===== src/complex_arith_unit_assert.svh =====
`ifndef COMPLEX_ARITH_UNIT_ASSERT_SVH
`define COMPLEX_ARITH_UNIT_ASSERT_SVH

// Checks a consequent in the same cycle as its antecedent.
`define CAU_ASSERT_NOW(label, clk, rst, ante, cons) \
  label: assert property (@(posedge clk) disable iff (rst) (ante) |-> (cons)) \
    else $error("assertion failed");

// Checks a consequent in the cycle after its antecedent.
`define CAU_ASSERT_NEXT(label, clk, rst, ante, cons) \
  label: assert property (@(posedge clk) disable iff (rst) (ante) |=> (cons)) \
    else $error("assertion failed");

`endif


===== src/cau_pkg.sv =====
`default_nettype none
package cau_pkg;
  localparam int DW = 16;
  localparam int FB = 8;
  localparam int QB = DW + 1;
  localparam int NCELL = QB;
  localparam int PW = 2 * DW;
  localparam int VW = PW + 2;
  localparam int IW = $clog2(NCELL);

  typedef enum logic [1:0] {OP_ADD, OP_SUB, OP_MUL, OP_DIV} op_t;
  typedef enum logic [1:0] {ST_OK, ST_SAT, ST_DZ, ST_RSVD} status_t;

  typedef struct packed {
    logic vld;
    op_t op;
    logic dz;
    logic signed [VW-1:0] v_re;
    logic signed [VW-1:0] v_im;
    logic neg_re;
    logic neg_im;
    logic ovf_re;
    logic ovf_im;
    logic [PW-1:0] den;
    logic [PW-1:0] rem_re;
    logic [PW-1:0] rem_im;
    logic [QB-1:0] q_re;
    logic [QB-1:0] q_im;
  } cell_t;
endpackage
`default_nettype wire


===== src/cau_cell.sv =====
`default_nettype none
module cau_cell (
  input  wire logic               clk,
  input  wire logic               rst,
  input  wire logic               en,
  input  wire logic [cau_pkg::IW-1:0] idx,
  input  wire cau_pkg::cell_t     d,
  output cau_pkg::cell_t          q
);
  import cau_pkg::*;

  logic [IW-1:0] j;
  logic nb_re, nb_im;
  logic [PW:0] r2_re, r2_im;
  logic ge_re, ge_im;
  cell_t q_next;

  always_comb begin
    j = IW'(QB - 1) - idx;
    nb_re = 1'b0;
    nb_im = 1'b0;
    if (j >= IW'(FB)) begin
      nb_re = d.v_re[j - IW'(FB)];
      nb_im = d.v_im[j - IW'(FB)];
    end
    r2_re = {d.rem_re, nb_re};
    r2_im = {d.rem_im, nb_im};
    ge_re = r2_re >= {1'b0, d.den};
    ge_im = r2_im >= {1'b0, d.den};
    q_next = d;
    q_next.rem_re = ge_re ? PW'(r2_re - {1'b0, d.den}) : PW'(r2_re);
    q_next.rem_im = ge_im ? PW'(r2_im - {1'b0, d.den}) : PW'(r2_im);
    q_next.q_re = {d.q_re[QB-2:0], ge_re};
    q_next.q_im = {d.q_im[QB-2:0], ge_im};
  end

  always_ff @(posedge clk) begin
    if (rst) begin
      q.vld <= 1'b0;
    end else if (en) begin
      q <= q_next;
    end
  end
endmodule
`default_nettype wire


===== config.mk =====
export PLATFORM = sky130hd
export DESIGN_NAME = cau_cell
export DESIGN_NICKNAME = d
export VERILOG_FILES = /design/src/complex_arith_unit_assert.svh /design/src/cau_pkg.sv /design/src/cau_cell.sv
export SDC_FILE = /design/constraint.sdc
export NUM_CORES = 1
export LEC_CHECK = 0
export ABC_AREA = 0
export BUFFER_PORTS_ARGS = -buffer_cell sky130_fd_sc_hd__clkbuf_2
export CAP_MARGIN = 10
export CORE_AREA = 3 3 164 166
export CTS_CLUSTER_SIZE = 8
export DETAILED_ROUTE_END_ITERATION = 7
export DIE_AREA = 0 0 167 169
export GPL_TIMING_DRIVEN = 0
export PLACE_DENSITY = 0.84
export SKIP_LAST_GASP = 1
export SLEW_MARGIN = 0
export SYNTH_ARGS = -nofsm -noshare
export SYNTH_HDL_FRONTEND = slang
export SYNTH_SLANG_ARGS = --single-unit

===== constraint.sdc =====
create_clock -name clk -period 26 [get_ports clk]
set_input_delay 2.6 -clock clk [delete_from_list [all_inputs] [get_ports clk]]
set_output_delay 2.6 -clock clk [all_outputs]
set_load 0.01 [all_outputs]

==> results.txt, run 1 <==
- Worst slack at placement: 17.56 ns
* Worst setup path class: in2reg
- CTS placed an instance of clkbuf_16 at the clock tree root.
* Via count: 9,330
- The number of hold buffers added after CTS was 0.
- In this run the worst path has a maximum fanout of 10.
- Leading cell type in the layout, fill and taps excluded: clkbuf_2
- Core area: 25,800 um^2
- The first global-routing pass estimated 53,400 um of wire.
* Total power divided by cell area: 64.9 nW/um^2
- WL/cell: 21.0 um
- In this run the cell area measured after placement is 14,000 um^2.
- Of all flip-flops after synthesis, the portion carrying an async set or reset was 0%.
- Of the synthesized area, sequential elements account for 54.3%.
- Setup slack after layout: 18.03 ns
- Based on the critical path, the design can be clocked at up to 125 MHz.
- The analysis attributes to cell leakage a power of 6.53 nW.
* Summed area of non-filler cells in the final layout: 14,800 um^2
* Clock period minus final worst setup slack: 7.97 ns
- Number of sinks driven by the clock tree: 206
* Total count of hold-check failures in the final report: 0
* Syn Nets: 1,206
- For this configuration, the core starts out at a cell density of 44.1%.
- Setup repair after global routing left no endpoint under its margin.
* YS warnings: 0
- For the worst setup path, the data required time is 26.28 ns.
* Arr. time, crit path: 8.26 ns
* Type of destination of the critical path: register
- After filler insertion, the fill cell instance count of the layout stands at 2,175.
- The number of antenna violations at the first check in global routing is 2.
- In this run the tightest slew margin relative to its limit is 43.1%.
- For the final database, setup skew stands at 0 ns.
- Remaining antenna violation count: 0
* Number of different library cells in the post-synthesis netlist: 77
- Post-Route WL: 36,000 um
* Max-slew violations: 0
- Deepest level of the CTS H-tree: 1
- Routability-driven placement finished with a final weighted congestion of 0.931.
- Max FFs per register: 206
- Row cnt: 59
- All-layer global routing usage: 24.3%
- Setup violations remaining at the end of the flow were counted as 0.
- Vertical die dimension: 169 um
- The largest registers in the layout are q x206.
* Maximum count of clock buffers along a single path: 3
- The post-route netlist has 39.2% of its cells at a drive strength greater than 1.
* Pin count of the biggest net entering global routing: 38
* Top_reg_cell synth: edfxtp_1
- Buffer count from post-CTS setup fixing: 0
- FF+latch count, synth: 206
* Via count of the first global-routing pass: 9,080
- At the end of the flow, the number of nets in the layout was 1,659.
- Clock latency on the worst-skew pair, taken at its later pin, is 0.53 ns.
- Netlist Area Pre-Place: 11,400 um^2
- The HPWL after detailed placement is 29,200 um.
- The area growth from synthesis to layout is 29.8%.
- Total power for the finished layout comes to 0.957 mW.
- Hold WC Path Type: reg2reg
* Final worst-path cycle share: 30.7%
- Number of buffers inserted by port buffering: 416
- The die is 167 um wide.
* IR Drop Worst-Case VDD: 0.0000464 V
- Gates resized during post-CTS repair numbered 0.
- Most frequent cells in the layout: clkbuf_2 (416), edfxtp_1 (205), a21oi_1 (97), nor2_1 (76), ha_1 (66)
- Leftover overflow at the end of global routing: 0
- Number of buffers created by CTS: 29
* Pre-antenna DRT Iters: 5
* Number of remaining DRC errors: 0
- Yosys mapped a number of flops with a built-in enable equal to 205.
* Maxcap violations: 0
- Slew of the pin with the lowest slew margin: 0.843 ns
* Syn_area_per_cell: 12.3 um^2
* Clock input transition at the sequential cells of the worst setup and hold paths: 0.05 ns
- Floorplan die area: 28,200 um^2
- Counting flops per register, the top entry is q.
- Number of design-rule violations left by the first detailed-router iteration: 1,000
- Synthesis produced 924 cells.
- TritonCTS clock tree: yes
* I/O pin cnt: 420
- Crit start category: input port
- The run finished with clean final reports.
- Average vias per placed instance: 5.44
- In the final timing run, aggregate negative setup slack is 0 ns.
==> cell usage after synthesis (5+ instances only) <==
library cell,instances,area [um^2]
and2_1,10,62.6
nor2b_1,11,68.8
edfxtp_1,205,6160
and3_1,7,43.8
mux2_4,7,105
o21a_1,8,60.1
clkbuf_1,13,48.8
a31oi_1,7,43.8
nor2_1,76,285
mux2i_1,9,90.1
buf_6,5,56.3
inv_1,59,221
nor3_1,5,25.0
ha_1,66,826
o2111ai_1,5,43.8
xor2_1,24,210
nand2_1,45,169
o21bai_1,9,67.6
nor2_2,6,37.5
mux4_2,20,450
nand3_1,21,105
buf_2,7,35.0
nand4_1,13,81.3
a21o_1,28,210
a21oi_1,97,485
o21ai_0,37,185
xnor2_1,31,272
a21oi_2,9,78.8
==> power by group <==
group / switching [mW] / leakage, nW / internal, mW
clock: 0.129 / 0.370 / 0.196
combinational: 0.129 / 4.22 / 0.0948
sequential: 0.00773 / 1.94 / 0.401
total: 0.266 / 6.53 / 0.691
==> final timing paths <==
| path | to | cells past startpoint | startpoint | slack, ns |
|---|---|---|---|---|
| worst max-delay path | q[96] | 21 | idx[0] | 18.03 |
| worst min-delay path | q[205] | 2 | q[205] | 0.51 |
| worst min register to register | q[205] | 2 | q[205] | 0.51 |
| worst max register to register | q[205] | 2 | q[205] | 25.41 |
==> metal layers <==
metal | GRT usage [%] | up-vias | share of wire [%]
met2 | 38.1 | 506 | 45
met3 | 6.38 | 72 | 10
li1 | - | 4403 | -
met5 | 0 | - | 0.025
met4 | 7.10 | 2 | 3.0
met1 | 33.7 | 4347 | 42
==> cells by family (layout without fill, tap and decap cells) <==
group,after synthesis,after routing,synth area share [%]
mux,42,42,6.27
xor+xnor,55,55,4.24
fa+ha+maj,68,68,7.62
compound gates,243,243,14.3
other cells,0,1,0
simple gates,221,221,9.49
buf+inv,89,543,3.73
flops,206,206,54.3
==> worst max-delay path, stage by stage <==
cell and delay, ns:
buf_4 0.19, buf_4 0.26, inv_1 0.07, ha_1 0.27, clkbuf_1 0.35, clkbuf_1 0.58, mux4_2 0.38, mux4_2 0.25
mux2i_1 0.07, or2_2 0.31, ha_1 0.22, fa_1 0.41, inv_1 0.07, a21oi_1 0.08, o21bai_1 0.29, a31oi_2 0.20
o311ai_0 0.74, o2111ai_1 0.33, a32oi_1 0.31, xnor2_1 0.17, a21oi_1 0.10
==> stage by stage <==
stage                     util (%)  instances  hold WS, ns
after CTS                     57.3       1713        0.526
after floorplan                  -        924        0.528
after detailed placement      54.4       1681        0.515
after global placement        53.8       1675        0.474
final                         57.3       1714        0.514
after global routing          57.3       1714        0.565
==> area by class of cell <==
type / count / area [um^2] / area share, %
well taps: 335 / 419 / 2.84
inverters: 59 / 221 / 1.50
multi-input cells: 629 / 4780 / 32.4
repair buffers: 422 / 2210 / 15.0
plain buffers: 30 / 203 / 1.37
diodes: 1 / 2.50 / 0.0170
flip-flops and latches: 206 / 6180 / 41.8
clock buffers: 31 / 733 / 4.97
clock inverters: 1 / 20.0 / 0.136
Note: power is estimated with default switching activity, not from simulation.
==> run 2, diff against run 1 <==
==> constraint.sdc (replaced) <==
create_clock -name clk -period 7.4 [get_ports clk]
set_input_delay 0.74 -clock clk [delete_from_list [all_inputs] [get_ports clk]]
set_output_delay 0.74 -clock clk [all_outputs]
set_load 0.01 [all_outputs]
==> run 2 against run 1 <==
  * Clock power grew to 3.7 times the previous value
  * Power grew to 3.6 times the previous value
  * Flip-flop and latch count stayed put
  * Clock skew stayed put
  * Largest power group unchanged
  * Final area is 0.61% higher
  * Via count is 1.9% higher
  * Combinational power grew to 3.5 times the previous value
  * Register-to-register slack worse by 19 ns
  * Core utilization is 0.35 points higher
==> results.txt, run 2 (same netlist as run 1, synthesis figures left out) <==
* First-pass GRT wire length: 53,800 um (was 53,400 um)
- Layout Area Growth over Synthesis: 30.6% (was 29.8%)
- Setup slack after layout: 1.14 ns (was 18.03 ns)
- The required time of the critical path came to 7.70 ns (was 26.28 ns).
- The slowest cell on the critical path is o311ai_0 (unchanged).
* Leading cell type in the layout, fill and taps excluded: clkbuf_2 (unchanged)
* Clock period minus final worst setup slack: 6.26 ns
* # nets final: 1,660 (was 1,659)
* Number of design-rule violations left by the first detailed-router iteration: 939 (was 1,000)
* Total count of hold-check failures in the final report: 0 (unchanged)
- Worst slack at placement: 0.774 ns (was 17.56 ns)
* Via count of the first global-routing pass: 9,188 (was 9,080)
* Setup repair after global routing missed its margin: no (unchanged)
- Maxcap violations: 0 (unchanged)
* Leftover overflow at the end of global routing: 0 (unchanged)
- The total area of sequential cells was 6180 um^2 (unchanged).
- Final worst-path cycle share: 84.6%
- Pin count of the biggest net entering global routing: 37 (was 38)
- The routability congestion estimate from global placement is 0.943 (was 0.931).
- The register with the highest flop count was q (unchanged).
- Pre-antenna DRT Iters: 5 (unchanged)
* Type of destination of the critical path: register (unchanged)
* Number of buffers inserted by port buffering: 416 (unchanged)
- The count of standard-cell rows is 59 (unchanged).
- Starting Density: 44.1% (unchanged)
- The total routing usage reported by global routing is 24.7% (was 24.3%).
* Half-perimeter wire length after detailed placement: 29,900 um (was 29,200 um)
* Fill cell instance count of the final layout: 2,176 (was 2,175)
- Crit start category: input port (unchanged)
- Area of the multi-input gates: 4780 um^2 (unchanged)
* Slew of the pin with the lowest slew margin: 0.912 ns (was 0.843 ns)
* Clock input transition at the sequential cells of the worst setup and hold paths: 0.05 ns (about the same)
* Capture endpoint of the worst hold path: q[11] (was q[205])
- Arr. time, crit path: 6.55 ns (was 8.26 ns)
- Register-to-Register Path Depth: 2 (unchanged)
- Hold WC Path Type: in2reg (was reg2reg)
- The worst setup path category was in2reg (unchanged).
- I/O pin cnt: 420 (unchanged)
- Buffer count from post-CTS setup fixing: 0 (unchanged)
* Number of antenna violations at the first check in global routing: 2 (unchanged)
- The kind of cell with the highest combined delay on the critical path was compound AO/OA/AOI/OAI gates (unchanged).
- The count of buffering cells on the critical path with inverters included is 6 (unchanged).
- Die Wd: 167 um (unchanged)
- Total power divided by cell area: 231 nW/um^2 (was 64.9 nW/um^2)
- Critical-path maximum fanout: 10 (unchanged)
- Timing-limited maximum frequency: 160 MHz
- Deepest level of the CTS H-tree: 1 (unchanged)
- Setup violators final: 0 (unchanged)
- Hold buffer count at cts: 0 (unchanged)
* Maximum count of clock buffers along a single path: 3 (unchanged)
- The CTS tree was yes (unchanged).
- The area of the core region came to 25,800 um^2 (unchanged).
* Number of buffers created by CTS: 29 (unchanged)
* Worst hold path stage count: 1 (was 2)
- The slack of the worst reg-to-reg path came to 6.80 ns (was 25.41 ns).
- Cell-by-cell listing of the critical path: buf_4 -> buf_4 -> inv_1 -> ha_1 -> clkbuf_1 -> clkbuf_1 -> mux4_2 -> mux4_2 -> mux2i_1 -> or2_2 -> ha_1 -> fa_1 -> inv_1 -> a21oi_1 -> o21bai_1 -> a31oi_2 -> o311ai_0 -> o211ai_1 -> o21ai_0 -> xnor2_1 -> a21oi_1 (was buf_4 -> buf_4 -> inv_1 -> ha_1 -> clkbuf_1 -> clkbuf_1 -> mux4_2 -> mux4_2 -> mux2i_1 -> or2_2 -> ha_1 -> fa_1 -> inv_1 -> a21oi_1 -> o21bai_1 -> a31oi_2 -> o311ai_0 -> o2111ai_1 -> a32oi_1 -> xnor2_1 -> a21oi_1)
- The height of the die came to 169 um (unchanged).
- Clock latency on the worst-skew pair: 0.54 ns (was 0.53 ns)
- Most frequent cells in the layout: clkbuf_2 (416), edfxtp_1 (205), a21oi_1 (97), nor2_1 (76), ha_1 (66) (unchanged).
- The average wire per standard cell is 21.2 um (was 21.0 um).
- The share of post-route cells with drive strength above 1 came to 39.0% (was 39.2%).
- Via count: 9,504 (was 9,330)
* Remaining antenna violation count: 0 (unchanged)
* Average vias per placed instance: 5.50 (was 5.44)
* Post-route total power: 3.43 mW (was 0.957 mW)
- Delay of the slowest cell on the worst path: 0.80 ns (was 0.74 ns)
- Outcome: completed (unchanged).
- Max FFs per register: 206 (unchanged)
- The area enclosed by the die boundary was 28,200 um^2 (unchanged).
- Launch instance of the worst register-to-register path: q[205] (unchanged)
- The clock sink count came to 206 (unchanged).
- Max-slew violations: 0 (unchanged)
- Utilization after layout: 57.6% (was 57.3%)
* Worst max-slew margin expressed relative to the limit: 38.4% (was 43.1%)
- The worst hold path startpoint was d[10] (was q[205]).
* Post-Route WL: 36,700 um (was 36,000 um)
- Setup skew after layout: 0 ns (unchanged)
- Clk root buf: clkbuf_16 (unchanged)
- Number of remaining DRC errors: 0 (unchanged)
- Summed area of non-filler cells in the final layout: 14,900 um^2 (was 14,800 um^2)
* Endpoint of the worst-slack reg-to-reg timing path: q[205] (unchanged)
- The leakage power figure was 6.57 nW (was 6.53 nW).
- Post-Route Hold Slack: 0.358 ns (was 0.514 ns)
- The cell area after placement is 14,000 um^2 (about the same).
- # resized after CTS: 0 (unchanged)
- IR Drop Worst-Case VDD: 0.000197 V (was 0.0000464 V)
* Registers with the most flip-flops: q x206 (unchanged)
[run 2: changes by cell type in the layout (fill, tap and decap cells not counted)]
cell | before | now
buf_12 | 7 | 6
buf_16 | 1 | 3
clkbuf_1 | 15 | 26
clkbuf_8 | 0 | 1
[run 2: cell type report]
| cell class | count | area share, % |
|---|---|---|
| plain buffers | 30 | 1.36 |
| clock inverters | 1 | 0.135 |
| multi-input cells | 629 | 32.2 |
| inverters | 59 | 1.49 |
| repair buffers | 423 | 15.1 |
| diodes | 1 | 0.0168 |
| clock buffers | 43 | 5.31 |
| well taps | 335 | 2.82 |
| flip-flops and latches | 206 | 41.6 |
[run 2: per-stage QoR]
step	setup TNS, ns	std cells
5_1_grt	0	1727
3_3_place_gp	-248.30	1675
4_1_cts	0	1726
6_report	0	1727
3_5_place_dp	0	1682
2_1_floorplan	0	924
[run 2: per-layer routing]
metal  vias to the layer above  track usage (%)  wire length, um
met4                         2             8.43             1120
met3                        76             5.79             2870
li1                       4409                -                -
met2                       460             38.9            16900
met5                         -                0                8
met1                      4557             33.8            15800
[run 2: worst reg2reg max path, stage by stage, from the launching register on]
cell	delay, ns
dfxtp_1	0.31
mux2i_1	0.13
nor2_1	0.05
[run 2: power breakdown]
| group | switching (mW) | internal, mW |
|---|---|---|
| combinational | 0.458 | 0.335 |
| clock | 0.476 | 0.722 |
| sequential | 0.0279 | 1.41 |
| total | 0.962 | 2.47 |
[run 2: worst max path at each step]
stage                       from    end  slack, ns  cells after the start
after floorplan               en   q[0]       0.88                      1
after global placement        en  q[42]      -1.24                      2
after detailed placement  idx[0]  q[96]       0.77                     21
after CTS                 idx[0]  q[96]       1.33                     21
after global routing      idx[0]  q[96]       0.90                     21
final                     idx[0]  q[88]       1.14                     21
